### config.mk
export PLATFORM = sky130hd
export DESIGN_NAME = gti_mod_unit
export DESIGN_NICKNAME = d
export VERILOG_FILES = /design/src/sv/grid_trilinear_interpolator_macros.svh /design/src/sv/gti_pkg.sv /design/src/sv/gti_mod_unit.sv
export SDC_FILE = /design/constraint.sdc
export NUM_CORES = 1
export LEC_CHECK = 0
export BUFFER_PORTS_ARGS = -buffer_cell sky130_fd_sc_hd__buf_2
export CORE_MARGIN = 5
export CORE_UTILIZATION = 26
export CTS_CLUSTER_SIZE = 10
export DETAILED_ROUTE_END_ITERATION = 12
export MAX_ROUTING_LAYER = met4
export PLACE_DENSITY_LB_ADDON = 0.1
export SKIP_LAST_GASP = 1
export SLEW_MARGIN = 20
export SYNTH_ARGS = -nofsm -noshare
export SYNTH_HDL_FRONTEND = slang
export SYNTH_SLANG_ARGS = --single-unit
### constraint.sdc
create_clock -name clk -period 24.1 [get_ports clk]
set_input_delay 4.82 -clock clk [delete_from_list [all_inputs] [get_ports clk]]
set_output_delay 4.82 -clock clk [all_outputs]
set_load 0.005 [all_outputs]
### src/sv/grid_trilinear_interpolator_macros.svh
// ---------------------------------------------------------------------------
// Assertion macros for the grid trilinear interpolator
// Clocked on clk, disabled while rst is high.
// ---------------------------------------------------------------------------
`ifndef GRID_TRILINEAR_INTERPOLATOR_MACROS_SVH
`define GRID_TRILINEAR_INTERPOLATOR_MACROS_SVH

// same-cycle implication
`define GTI_ASSERT_NOW(lbl, ante, cons, msg) \
  lbl: assert property (@(posedge clk) disable iff (rst) (ante) |-> (cons)) \
    else $error(msg);

// next-cycle implication
`define GTI_ASSERT_NEXT(lbl, ante, cons, msg) \
  lbl: assert property (@(posedge clk) disable iff (rst) (ante) |=> (cons)) \
    else $error(msg);

`endif

### src/sv/gti_pkg.sv
// ---------------------------------------------------------------------------
// gti_pkg
// Shared constants and types of the grid trilinear interpolator.
// ---------------------------------------------------------------------------
package gti_pkg;

  localparam int DATA_W      = 32;
  localparam int SIZE1_W     = 7;
  localparam int SIZE2_W     = 7;
  localparam int SIZE3_W     = 6;
  localparam int CFG_IDX_W   = 3;
  localparam int IN_TDATA_W  = 152;
  localparam int OUT_TDATA_W = 104;
  localparam int FRAC_OUT_W  = 17;
  localparam int BASE12_W    = 6;
  localparam int BASE3_W     = 5;

  // item kinds on tuser
  localparam logic OP_WRITE = 1'b0;
  localparam logic OP_QUERY = 1'b1;

  // register indexes
  localparam logic [CFG_IDX_W-1:0] CFG_START_X1    = 3'd0;
  localparam logic [CFG_IDX_W-1:0] CFG_START_X2    = 3'd1;
  localparam logic [CFG_IDX_W-1:0] CFG_INV_STEP_X1 = 3'd2;
  localparam logic [CFG_IDX_W-1:0] CFG_INV_STEP_X2 = 3'd3;
  localparam logic [CFG_IDX_W-1:0] CFG_INV_STEP_X3 = 3'd4;
  localparam logic [CFG_IDX_W-1:0] CFG_SIZE_X1     = 3'd5;
  localparam logic [CFG_IDX_W-1:0] CFG_SIZE_X2     = 3'd6;
  localparam logic [CFG_IDX_W-1:0] CFG_SIZE_X3     = 3'd7;

  localparam logic [DATA_W-1:0] SAT_MAX = 32'h7FFF_FFFF;
  localparam logic [DATA_W-1:0] SAT_MIN = 32'h8000_0000;

  typedef struct packed {
    logic busy;
    logic done;
  } mod_status_t;

endpackage

### src/sv/gti_mod_unit.sv
// ---------------------------------------------------------------------------
// gti_mod_unit
// Iterative remainder by a small divisor, four dividend bits per cycle.
// ---------------------------------------------------------------------------
module gti_mod_unit import gti_pkg::*; #(
  parameter int IN_W = 33,
  parameter int N_W  = 7
) (
  input  logic            clk,
  input  logic            rst,
  input  logic            start,
  input  logic [IN_W-1:0] dividend,
  input  logic [N_W-1:0]  divisor,
  output logic [N_W-1:0]  rem,
  output mod_status_t     status
);

  localparam int R     = 4;
  localparam int PAD_W = ((IN_W + R - 1) / R) * R;
  localparam int CYC   = PAD_W / R;
  localparam int CNT_W = $clog2(CYC + 1);

  logic [PAD_W-1:0] sh;
  logic [CNT_W-1:0] cnt;
  logic [N_W-1:0]   rem_next;
  logic             busy;
  logic             done;

  always_comb begin
    logic [N_W:0] acc;
    acc = {1'b0, rem};
    for (int k = 0; k < R; k++) begin
      acc = {acc[N_W-1:0], sh[PAD_W-1-k]};
      if (acc >= {1'b0, divisor}) begin
        acc = acc - {1'b0, divisor};
      end
    end
    rem_next = acc[N_W-1:0];
  end

  always_ff @(posedge clk) begin
    if (rst) begin
      busy <= 1'b0;
      done <= 1'b0;
    end else begin
      done <= !start && busy && (cnt == CNT_W'(1));
      if (start) begin
        sh   <= PAD_W'(dividend);
        rem  <= '0;
        cnt  <= CNT_W'(CYC);
        busy <= 1'b1;
      end else if (busy) begin
        sh  <= sh << R;
        rem <= rem_next;
        cnt <= cnt - CNT_W'(1);
        if (cnt == CNT_W'(1)) begin
          busy <= 1'b0;
        end
      end
    end
  end

  assign status.busy = busy;
  assign status.done = done;

endmodule

==> results_dict.tcl <==
set metrics [dict create \
    dp_hpwl_um 6830 \
    die_h_um 128 \
    synth_cells 322 \
    end_kind "register" \
    n_fill_cell 1425 \
    clock_latency_ns 0.28 \
    slowest_stage "a41oi_4" \
    rsz0062_at_grt "false" \
    status "complete, no violations" \
    cts_hold_buf 0 \
    hp-class "register to register" \
    ant_nets 0 \
    timing.critical_path.mode_cell "a21oi_1" \
    initial_utilization 0.264 \
    antenna_found_initial 0 \
    grt_pass1_vias 2639 \
    yosysMostFrequentCell "edfxtp_1" \
    slowest_delay_ns 0.48 \
    synth_edf_count 47 \
    maxSlewViolCount 0 \
    postSynthAreaPerCell_sq_um 11.3 \
    viasPerCell 4.75 \
    crit_fanout 14 \
    io_buffers 51 \
    maxCapViolCount 0 \
    nNetsFinal 449 \
    busiest_layer "met2" \
    fin_setup_tns_ns 0 \
    cts-root-buf "clkbuf_16" \
    min_period_ns 12.63 \
    finalSetupViolCount 0 \
    design.core.area_sq_mm 0.0138 \
    synth.distinct_cells 54 \
    routedWlPerCell_um 16.1 \
    ctsResizeCount 0 \
    use_met3 0.0199 \
    yosysTopAreaCell "edfxtp_1" \
    dr.pass1.iters 4 \
    grt_overflow_total 0 \
    clock_skew_ns 0.00412 \
    drive_above_1_share 0.287 \
    min_period_over_period 0.524 \
    gp_congestion 0.851 \
    crit_family "compound AO/OA/AOI/OAI gates" \
    clock.fmax_mhz 79.2 \
    num_io_pins 52 \
    finalWirelength_um 8880 \
    drcViolationCount 0 \
    placed_cell_area_sq_mm 0.00409 \
    grt_pass1_wl_um 14000 \
    num_rows 43 \
    cp.required_ns 24.13 \
    yosys_most_used_dff "edfxtp_1" \
    yosys.area.top_type_share 0.387 \
    path_clk_slew_ns 0.07 \
    fin_area_sq_mm 0.00423 \
    yosysWarnings 0 \
    numPlacedInstances 545 \
    cp.arrival_ns 12.66 \
    ys_seq_elements 49 \
    slew_headroom 0.368 \
    dieArea_sq_mm 0.0165 \
    synth.area.top_cells "edfxtp_1 39%, ha_1 10%, mux2_2 10%" \
    gr-usage-met1 0.149 \
    use_met2 0.178 \
    cts_setup_buffers 0 \
    htreeDepth 2 \
    synthArstFlopShare 0 \
    area.growth.synth_to_final_pct 16.2 \
    crit_buf_inv 4 \
    syn_nets 399 \
    num_vias 2624 \
    path_class "input port to register" \
    worst_pin_slew_ns 0.948 \
    cts_tree "yes" \
    numCtsBuffers 5 \
    grt_usage 0.111 \
    die_x_um 128 \
    startpoint_type "input port" \
    grt_max_degree 48 \
    synth_common_cells "47 x edfxtp_1, 33 x mux2_2, 30 x ha_1, 27 x inv_1, 15 x nor2_1" \
    n_antenna_cell 0 \
    final_cell_count_no_fill 553 \
    clockBufferDepth 2 \
    cts_sinks 49 \
    hold_viol_final 0 \
    final_core_util 0.306 \
    synth-seq-area-share 0.398 \
    synth_area_sq_mm 0.00364 \
    drt_iter0_markers 125 \
]
## metal layers
layer	up-vias	wire length, um
met4	0	25
met2	60	4180
met3	2	404
li1	1309	-
met5	-	0
met1	1253	4270
## stage by stage
| stage | hold WS [ns] | worst slack (ns) |
|---|---|---|
| 3_5_place_dp | 0.512 | 11.14 |
| 2_1_floorplan | 0.493 | 12.16 |
| 3_3_place_gp | 0.519 | 11.34 |
| 4_1_cts | 0.533 | 11.45 |
| 6_report | 0.529 | 11.47 |
| 5_1_grt | 0.544 | 10.90 |
## worst paths after layout
kind / start / endpoint / slack, ns / cells after the start
max: divisor[0] / rem[2] / 11.47 / 33
min: busy / done / 0.53 / 1
max reg2reg: sh[35] / rem[2] / 15.73 / 33
min reg2reg: busy / done / 0.53 / 1
## state kept, by name, summed over array words and instances, names as in the netlist
signal,cells
sh,36
rem,7
cnt,4
busy,1
done,1
## layout make-up
type	instances	area (sq um)	area share
flip-flops and latches	49	1450	0.343
repair buffers	52	263	0.0621
clock inverters	3	17.5	0.00414
multi-input cells	237	2050	0.484
well taps	180	225	0.0532
inverters	27	101	0.0239
clock buffers	5	125	0.0296
## worst reg2reg max path: cells and delay by family, from the launching register on
kind                     cells  cell delay, ns
AO/OA/AOI/OAI               20            4.44
adder cells (fa/ha/maj)      5            1.82
buffers and inverters        4            0.34
flip-flops                   1            0.36
multiplexers                 1            0.41
AND/OR/NAND/NOR              3            0.77
## layout by cell type (no fill, tap or decap), types with 8 or more instances in the layout
cell	synthesis	final
buf_2	0	51
edfxtp_1	47	47
mux2_2	33	33
ha_1	30	30
inv_1	27	27
nor2_1	15	14
xnor2_1	14	14
nand2_1	12	12
a21oi_1	11	11
o21ai_0	9	9
o211ai_1	9	9
a21o_1	9	9
nor2b_1	8	8
o21a_1	8	8
mux2i_1	8	8
## logic make-up (layout without fill, tap and decap cells)
logic type,count (synthesis),count (layout),share of synthesized area
mux,41,41,0.124
xor+xnor,16,16,0.0385
buf+inv,36,87,0.0412
flops,49,49,0.398
simple gates,65,65,0.101
fa+ha+maj,34,34,0.125
compound gates,81,81,0.172
Power is left out: the tool's default activity adds up to more than one toggle a clock period on the data nets, which glitch-free logic cannot reach.
