==> config.mk <==
export PLATFORM = sky130hd
export DESIGN_NAME = gti_lerp_unit
export DESIGN_NICKNAME = d
export VERILOG_FILES = /design/src/sv/grid_trilinear_interpolator_macros.svh /design/src/sv/gti_pkg.sv /design/src/sv/gti_lerp_unit.sv
export SDC_FILE = /design/constraint.sdc
export NUM_CORES = 2
export LEC_CHECK = 0
export BUFFER_PORTS_ARGS = -buffer_cell sky130_fd_sc_hd__buf_2
export CAP_MARGIN = 20
export CORE_UTILIZATION = 60
export DETAILED_ROUTE_END_ITERATION = 7
export PLACE_DENSITY = 0.78
export SLEW_MARGIN = 0
export SYNTH_ARGS = -nofsm -noshare
export SYNTH_HDL_FRONTEND = slang
export SYNTH_SLANG_ARGS = --single-unit
export TNS_END_PERCENT = 20
==> constraint.sdc <==
create_clock -name clk -period 16 [get_ports clk]
set_clock_uncertainty 0.05 [all_clocks]
set_input_delay 2.4 -clock clk [delete_from_list [all_inputs] [get_ports clk]]
set_output_delay 2.4 -clock clk [all_outputs]
set_load 0.1 [all_outputs]
==> src/sv/grid_trilinear_interpolator_macros.svh <==
// ---------------------------------------------------------------------------
// Assertion macros for the grid trilinear interpolator
// Clocked on clk, disabled while rst is high.
// ---------------------------------------------------------------------------
`ifndef GRID_TRILINEAR_INTERPOLATOR_MACROS_SVH
`define GRID_TRILINEAR_INTERPOLATOR_MACROS_SVH

// same-cycle implication
`define GTI_ASSERT_NOW(lbl, ante, cons, msg) \
  lbl: assert property (@(posedge clk) disable iff (rst) (ante) |-> (cons)) \
    else $error(msg);

// next-cycle implication
`define GTI_ASSERT_NEXT(lbl, ante, cons, msg) \
  lbl: assert property (@(posedge clk) disable iff (rst) (ante) |=> (cons)) \
    else $error(msg);

`endif

==> src/sv/gti_pkg.sv <==
// ---------------------------------------------------------------------------
// gti_pkg
// Shared constants and types of the grid trilinear interpolator.
// ---------------------------------------------------------------------------
package gti_pkg;

  localparam int DATA_W      = 32;
  localparam int SIZE1_W     = 7;
  localparam int SIZE2_W     = 7;
  localparam int SIZE3_W     = 6;
  localparam int CFG_IDX_W   = 3;
  localparam int IN_TDATA_W  = 152;
  localparam int OUT_TDATA_W = 104;
  localparam int FRAC_OUT_W  = 17;
  localparam int BASE12_W    = 6;
  localparam int BASE3_W     = 5;

  // item kinds on tuser
  localparam logic OP_WRITE = 1'b0;
  localparam logic OP_QUERY = 1'b1;

  // register indexes
  localparam logic [CFG_IDX_W-1:0] CFG_START_X1    = 3'd0;
  localparam logic [CFG_IDX_W-1:0] CFG_START_X2    = 3'd1;
  localparam logic [CFG_IDX_W-1:0] CFG_INV_STEP_X1 = 3'd2;
  localparam logic [CFG_IDX_W-1:0] CFG_INV_STEP_X2 = 3'd3;
  localparam logic [CFG_IDX_W-1:0] CFG_INV_STEP_X3 = 3'd4;
  localparam logic [CFG_IDX_W-1:0] CFG_SIZE_X1     = 3'd5;
  localparam logic [CFG_IDX_W-1:0] CFG_SIZE_X2     = 3'd6;
  localparam logic [CFG_IDX_W-1:0] CFG_SIZE_X3     = 3'd7;

  localparam logic [DATA_W-1:0] SAT_MAX = 32'h7FFF_FFFF;
  localparam logic [DATA_W-1:0] SAT_MIN = 32'h8000_0000;

  typedef struct packed {
    logic busy;
    logic done;
  } mod_status_t;

endpackage

==> src/sv/gti_lerp_unit.sv <==
// ---------------------------------------------------------------------------
// gti_lerp_unit
// Two-stage linear blend a + floor(((b - a) * f + half) / one).
// ---------------------------------------------------------------------------
module gti_lerp_unit import gti_pkg::*; #(
  parameter int FB = 16
) (
  input  logic                     clk,
  input  logic                     rst,
  input  logic                     start,
  input  logic [DATA_W-1:0]        a,
  input  logic [DATA_W-1:0]        b,
  input  logic [FB:0]              f,
  output logic signed [DATA_W:0]   res,
  output logic                     done
);

  localparam int P_W = DATA_W + 1 + FB + 2;
  localparam logic signed [P_W-1:0] HALF = {{(P_W-1){1'b0}}, 1'b1} << (FB - 1);

  logic signed [DATA_W:0]   diff;
  logic signed [FB+1:0]     fs;
  logic signed [P_W-1:0]    prod_c;
  logic signed [P_W-1:0]    prod;
  logic signed [P_W-1:0]    shifted;
  logic [DATA_W-1:0]        a_r;
  logic                     s1;

  assign diff    = $signed({b[DATA_W-1], b}) - $signed({a[DATA_W-1], a});
  assign fs      = $signed({1'b0, f});
  assign prod_c  = diff * fs;
  assign shifted = (prod + HALF) >>> FB;

  always_ff @(posedge clk) begin
    if (start) begin
      prod <= prod_c;
      a_r  <= a;
    end
    if (s1) begin
      res <= $signed({a_r[DATA_W-1], a_r}) + $signed(shifted[DATA_W:0]);
    end
  end

  always_ff @(posedge clk) begin
    if (rst) begin
      s1   <= 1'b0;
      done <= 1'b0;
    end else begin
      s1   <= start;
      done <= s1;
    end
  end

endmodule
==> metrics.md <==
| Metric | Value |
|---|---|
| Outcome | finished, violations left |
| Violations in the final reports | design-rule violations |
| Setup repair after global routing missed its margin | false |
| Capturing element type of the critical path | flip-flop |
| Aggregate global routing overflow | 0 |
| Number of failing hold endpoints at the final stage | 0 |
| Leading post-synthesis cells by instance count | sky130_fd_sc_hd__inv_1, sky130_fd_sc_hd__fa_1, sky130_fd_sc_hd__nand2_1 |
| CP startpoint | a[0] |
| Worst slew margin | 0.220 |
| Most Frequent Cell on Critical Path | sky130_fd_sc_hd__fa_1 |
| Top-area cell type share of the netlist area | 0.413 |
| Routed wire length on met3 | approximately 5800 um |
| Arrival time at the worst endpoint | about 12 ns |
| Post-Syn Nets | around 3500 |
| Routed wire length on met2 | between 20000 and 30000 um |
| Placer's final routability congestion estimate | approximately 0.94 |
| FF-to-FF setup slack | 11.24 ns |
| Number of detailed-routing iterations run before antenna repair | 8 |
| Total vias in the final route | roughly 19000 |
| P&R area growth vs syn | 6.05% |
| N_diodes | 0 |
| Detailed router's first-iteration violation count | about 1400 |
| Number of max-cap violations | 0 |
| Via/cell ratio | about 5.6 |
| Fin Setup TNS | 0 ns |
| Top cells by area, synth | sky130_fd_sc_hd__fa_1, sky130_fd_sc_hd__edfxtp_1, sky130_fd_sc_hd__inv_1, sky130_fd_sc_hd__ha_1, sky130_fd_sc_hd__and2_1 |
| Capturing element of the worst setup path | prod[48]$_DFFE_PP_ |
| Detailed-route wire length on metal 1 | about 24000 um |
| Startpoint Class | input port |
| Cts bufs inserted | 9 |
| Number of placement rows | between 70 and 80 |
| Syn Area/Cell | ~9.4 sq um |
| Cell area after synthesis | 25200 sq um |
| Via count of the first global-routing pass | about 20000 |
| Layout net count | 3539 |
| Destination of the worst register-to-register timing path | res[30]$_DFFE_PP_ |
| Clock-pin slew reported for the worst setup and hold paths after clock tree synthesis | approximately 0.07 ns |
| Horiz. Die Dim | 207 um |
| Worst setup path category | input port to flip-flop |
| Max-slew violation count | 0 |
| Clock sink count | approximately 100 |
| Tcrit/Tclk final | 0.750 |
| Fmax | 0.0833 GHz |
| Most common cell in the netlist | sky130_fd_sc_hd__inv_1 |
| Die height | 207 um |
| Final routed wirelength across all metal layers | approximately 62000 um |
| Source of the worst register-to-register timing path | prod[16]$_DFFE_PP_ |
| Area of the core | 41100 sq um |
| Maximum cell stage delay along the critical path | about 0.7 ns |
| Worst hold path class | flip-flop to flip-flop |
| Top-Level Pins | 118 |
| Sequential element share of the synthesized area | 0.120 |
| Proportion of synthesized flip-flops having asynchronous set or reset | 0 |
| Synthesis Warnings | 0 |
| Cell variety after synth | between 60 and 70 |
| Number of buffers on the longest clock path | 2 |
| Average wire per cell in the routed design | ~19 um |
| Post-CTS resize count | 0 |
| CP Data Required Time | about 16 ns |
| Starting Density | 0.613 |
| Highest metal used | met4 |
| Port buffer count | ~120 |
| Post-CTS Hold Buffers | 0 |
| Wire length of the first global-routing pass | approximately 100000 um |
| Later-pin clock latency in the skew report | 0.37 ns |
| Minimum clock period | 12.01 ns |
| TritonCTS clock tree | built |
| Initial antenna violation count | 1 |
| Cell accounting for the most synthesized area | sky130_fd_sc_hd__fa_1 |
| Number of flops mapped to enable cells by yosys | just under 100 |
| Synthesis-stage register bit count | ~100 |
| Total die area | around 43000 sq um |
| Final setup violation count | 0 |
| Residual DRC count | 15 |
| Detail Placement HPWL | around 48000 um |
| Tot GR Track Use | 0.309 |
| Syn Inst Count | approximately 2700 |
| Number of cells traversed by the worst register-to-register path | 18 |
| Transition at the pin with the smallest max-transition slack | 1.16 ns |
| H-tree depth | 3 |
| Max Fanout on Critical Path | 17 |
| Post-CTS setup repair buffer count | 0 |
| Layout cells sized above 1 | 0.0677 |
| Root buffer cell | sky130_fd_sc_hd__clkbuf_16 |
| Slowest stage cell, crit path | sky130_fd_sc_hd__xor2_2 |
| Maximum number of pins on one net before global-route repair | 68 |
| Remaining antenna violation count | 0 |
| Primary flip-flop cell chosen by synthesis mapping | sky130_fd_sc_hd__edfxtp_1 |
==> area by class of cell <==
class / count / area [sq um]
sequential: 101 / 3010
clock inverter: 4 / 32.5
clock buffer: 12 / 256
timing repair buffer: 139 / 762
multi-input combinational: 1850 / 19500
fill: 3217 / 14400
inverter: 656 / 2460
tap: 532 / 666
==> worst min path at each step <==
stage / start / end / cells after the start
5_1_grt: a_r[0]$_DFFE_PP_ / res[0]$_DFFE_PP_ / 1
2_1_floorplan: a_r[0]$_DFFE_PP_ / res[0]$_DFFE_PP_ / 1
4_1_cts: a_r[0]$_DFFE_PP_ / res[0]$_DFFE_PP_ / 1
3_3_place_gp: a_r[0]$_DFFE_PP_ / res[0]$_DFFE_PP_ / 1
6_report: a_r[0]$_DFFE_PP_ / res[0]$_DFFE_PP_ / 1
3_5_place_dp: a_r[0]$_DFFE_PP_ / res[0]$_DFFE_PP_ / 1
==> placed cells by master, fill, tap and decap left out, types with 3 or more instances in the layout <==
cell type | netlist | final
sky130_fd_sc_hd__or3_1 | 5 | 5
sky130_fd_sc_hd__xnor2_2 | 0 | 15
sky130_fd_sc_hd__a221oi_1 | 3 | 3
sky130_fd_sc_hd__clkbuf_16 | 0 | 9
sky130_fd_sc_hd__buf_2 | 5 | 117
sky130_fd_sc_hd__xor2_1 | 43 | 39
sky130_fd_sc_hd__nand2_1 | 280 | 280
sky130_fd_sc_hd__nor3_1 | 20 | 20
sky130_fd_sc_hd__a21o_1 | 31 | 31
sky130_fd_sc_hd__fa_1 | 520 | 520
sky130_fd_sc_hd__o31ai_1 | 4 | 4
sky130_fd_sc_hd__edfxtp_1 | 99 | 99
sky130_fd_sc_hd__buf_4 | 0 | 20
sky130_fd_sc_hd__o21bai_1 | 10 | 10
sky130_fd_sc_hd__o21ai_0 | 31 | 31
sky130_fd_sc_hd__a31oi_1 | 5 | 5
sky130_fd_sc_hd__and2_1 | 278 | 278
sky130_fd_sc_hd__nand3_1 | 26 | 26
sky130_fd_sc_hd__nor2_1 | 65 | 65
sky130_fd_sc_hd__a211oi_1 | 12 | 12
sky130_fd_sc_hd__nor2b_1 | 57 | 57
sky130_fd_sc_hd__o21ai_1 | 5 | 5
sky130_fd_sc_hd__o21a_1 | 15 | 15
sky130_fd_sc_hd__ha_1 | 178 | 178
sky130_fd_sc_hd__and3_1 | 9 | 9
sky130_fd_sc_hd__a21oi_1 | 70 | 70
sky130_fd_sc_hd__o211ai_1 | 7 | 7
sky130_fd_sc_hd__inv_1 | 656 | 656
sky130_fd_sc_hd__xnor2_1 | 94 | 79
sky130_fd_sc_hd__and4_1 | 5 | 5
sky130_fd_sc_hd__nand2b_1 | 21 | 21
sky130_fd_sc_hd__nand4_1 | 10 | 10
sky130_fd_sc_hd__xor2_2 | 1 | 5
==> per-stage QoR <==
stage               utilization  cell area, sq um  worst slack [ns]  std cells  hold WS (ns)
floorplan                     -             25200              5.51       2693         0.476
global placement          0.643             26400              4.07       3276         0.534
detailed placement        0.643             26400              3.74       3276         0.527
CTS                       0.650             26700              4.10       3292         0.543
global route              0.650             26700              3.44       3294         0.564
finish                    0.650             26700              3.99       3294         0.530
==> sequential cells by signal (all words and copies together), names as in the netlist <==
name,cells
res,33
done,1
s1,1
a_r,32
prod,34
==> kinds of logic after synthesis <==
| family | synth area share |
|---|---|
| and+or+nand+nor | 0.161 |
| adders and majority gates | 0.501 |
| buffers and inverters | 0.111 |
| AOI/OAI and AO/OA | 0.0592 |
| DFF | 0.120 |
| xor gates and xnor gates | 0.0482 |
==> critical path, delay by kind of cell <==
kind	cells	cell delay, ns
AND/OR/NAND/NOR	7	1.07
AO/OA/AOI/OAI	11	3.50
adder cells (fa/ha/maj)	9	3.98
XOR/XNOR	2	0.84
buffers and inverters	4	0.25
==> per-layer routing <==
layer,GRT usage,up-vias
met5,0,-
met4,0.110,0
met3,0.0601,162
met2,0.520,900
met1,0.400,9294
li1,-,8184
Power is left out: the tool's default activity adds up to more than one toggle a clock period on the data nets, which glitch-free logic cannot reach.
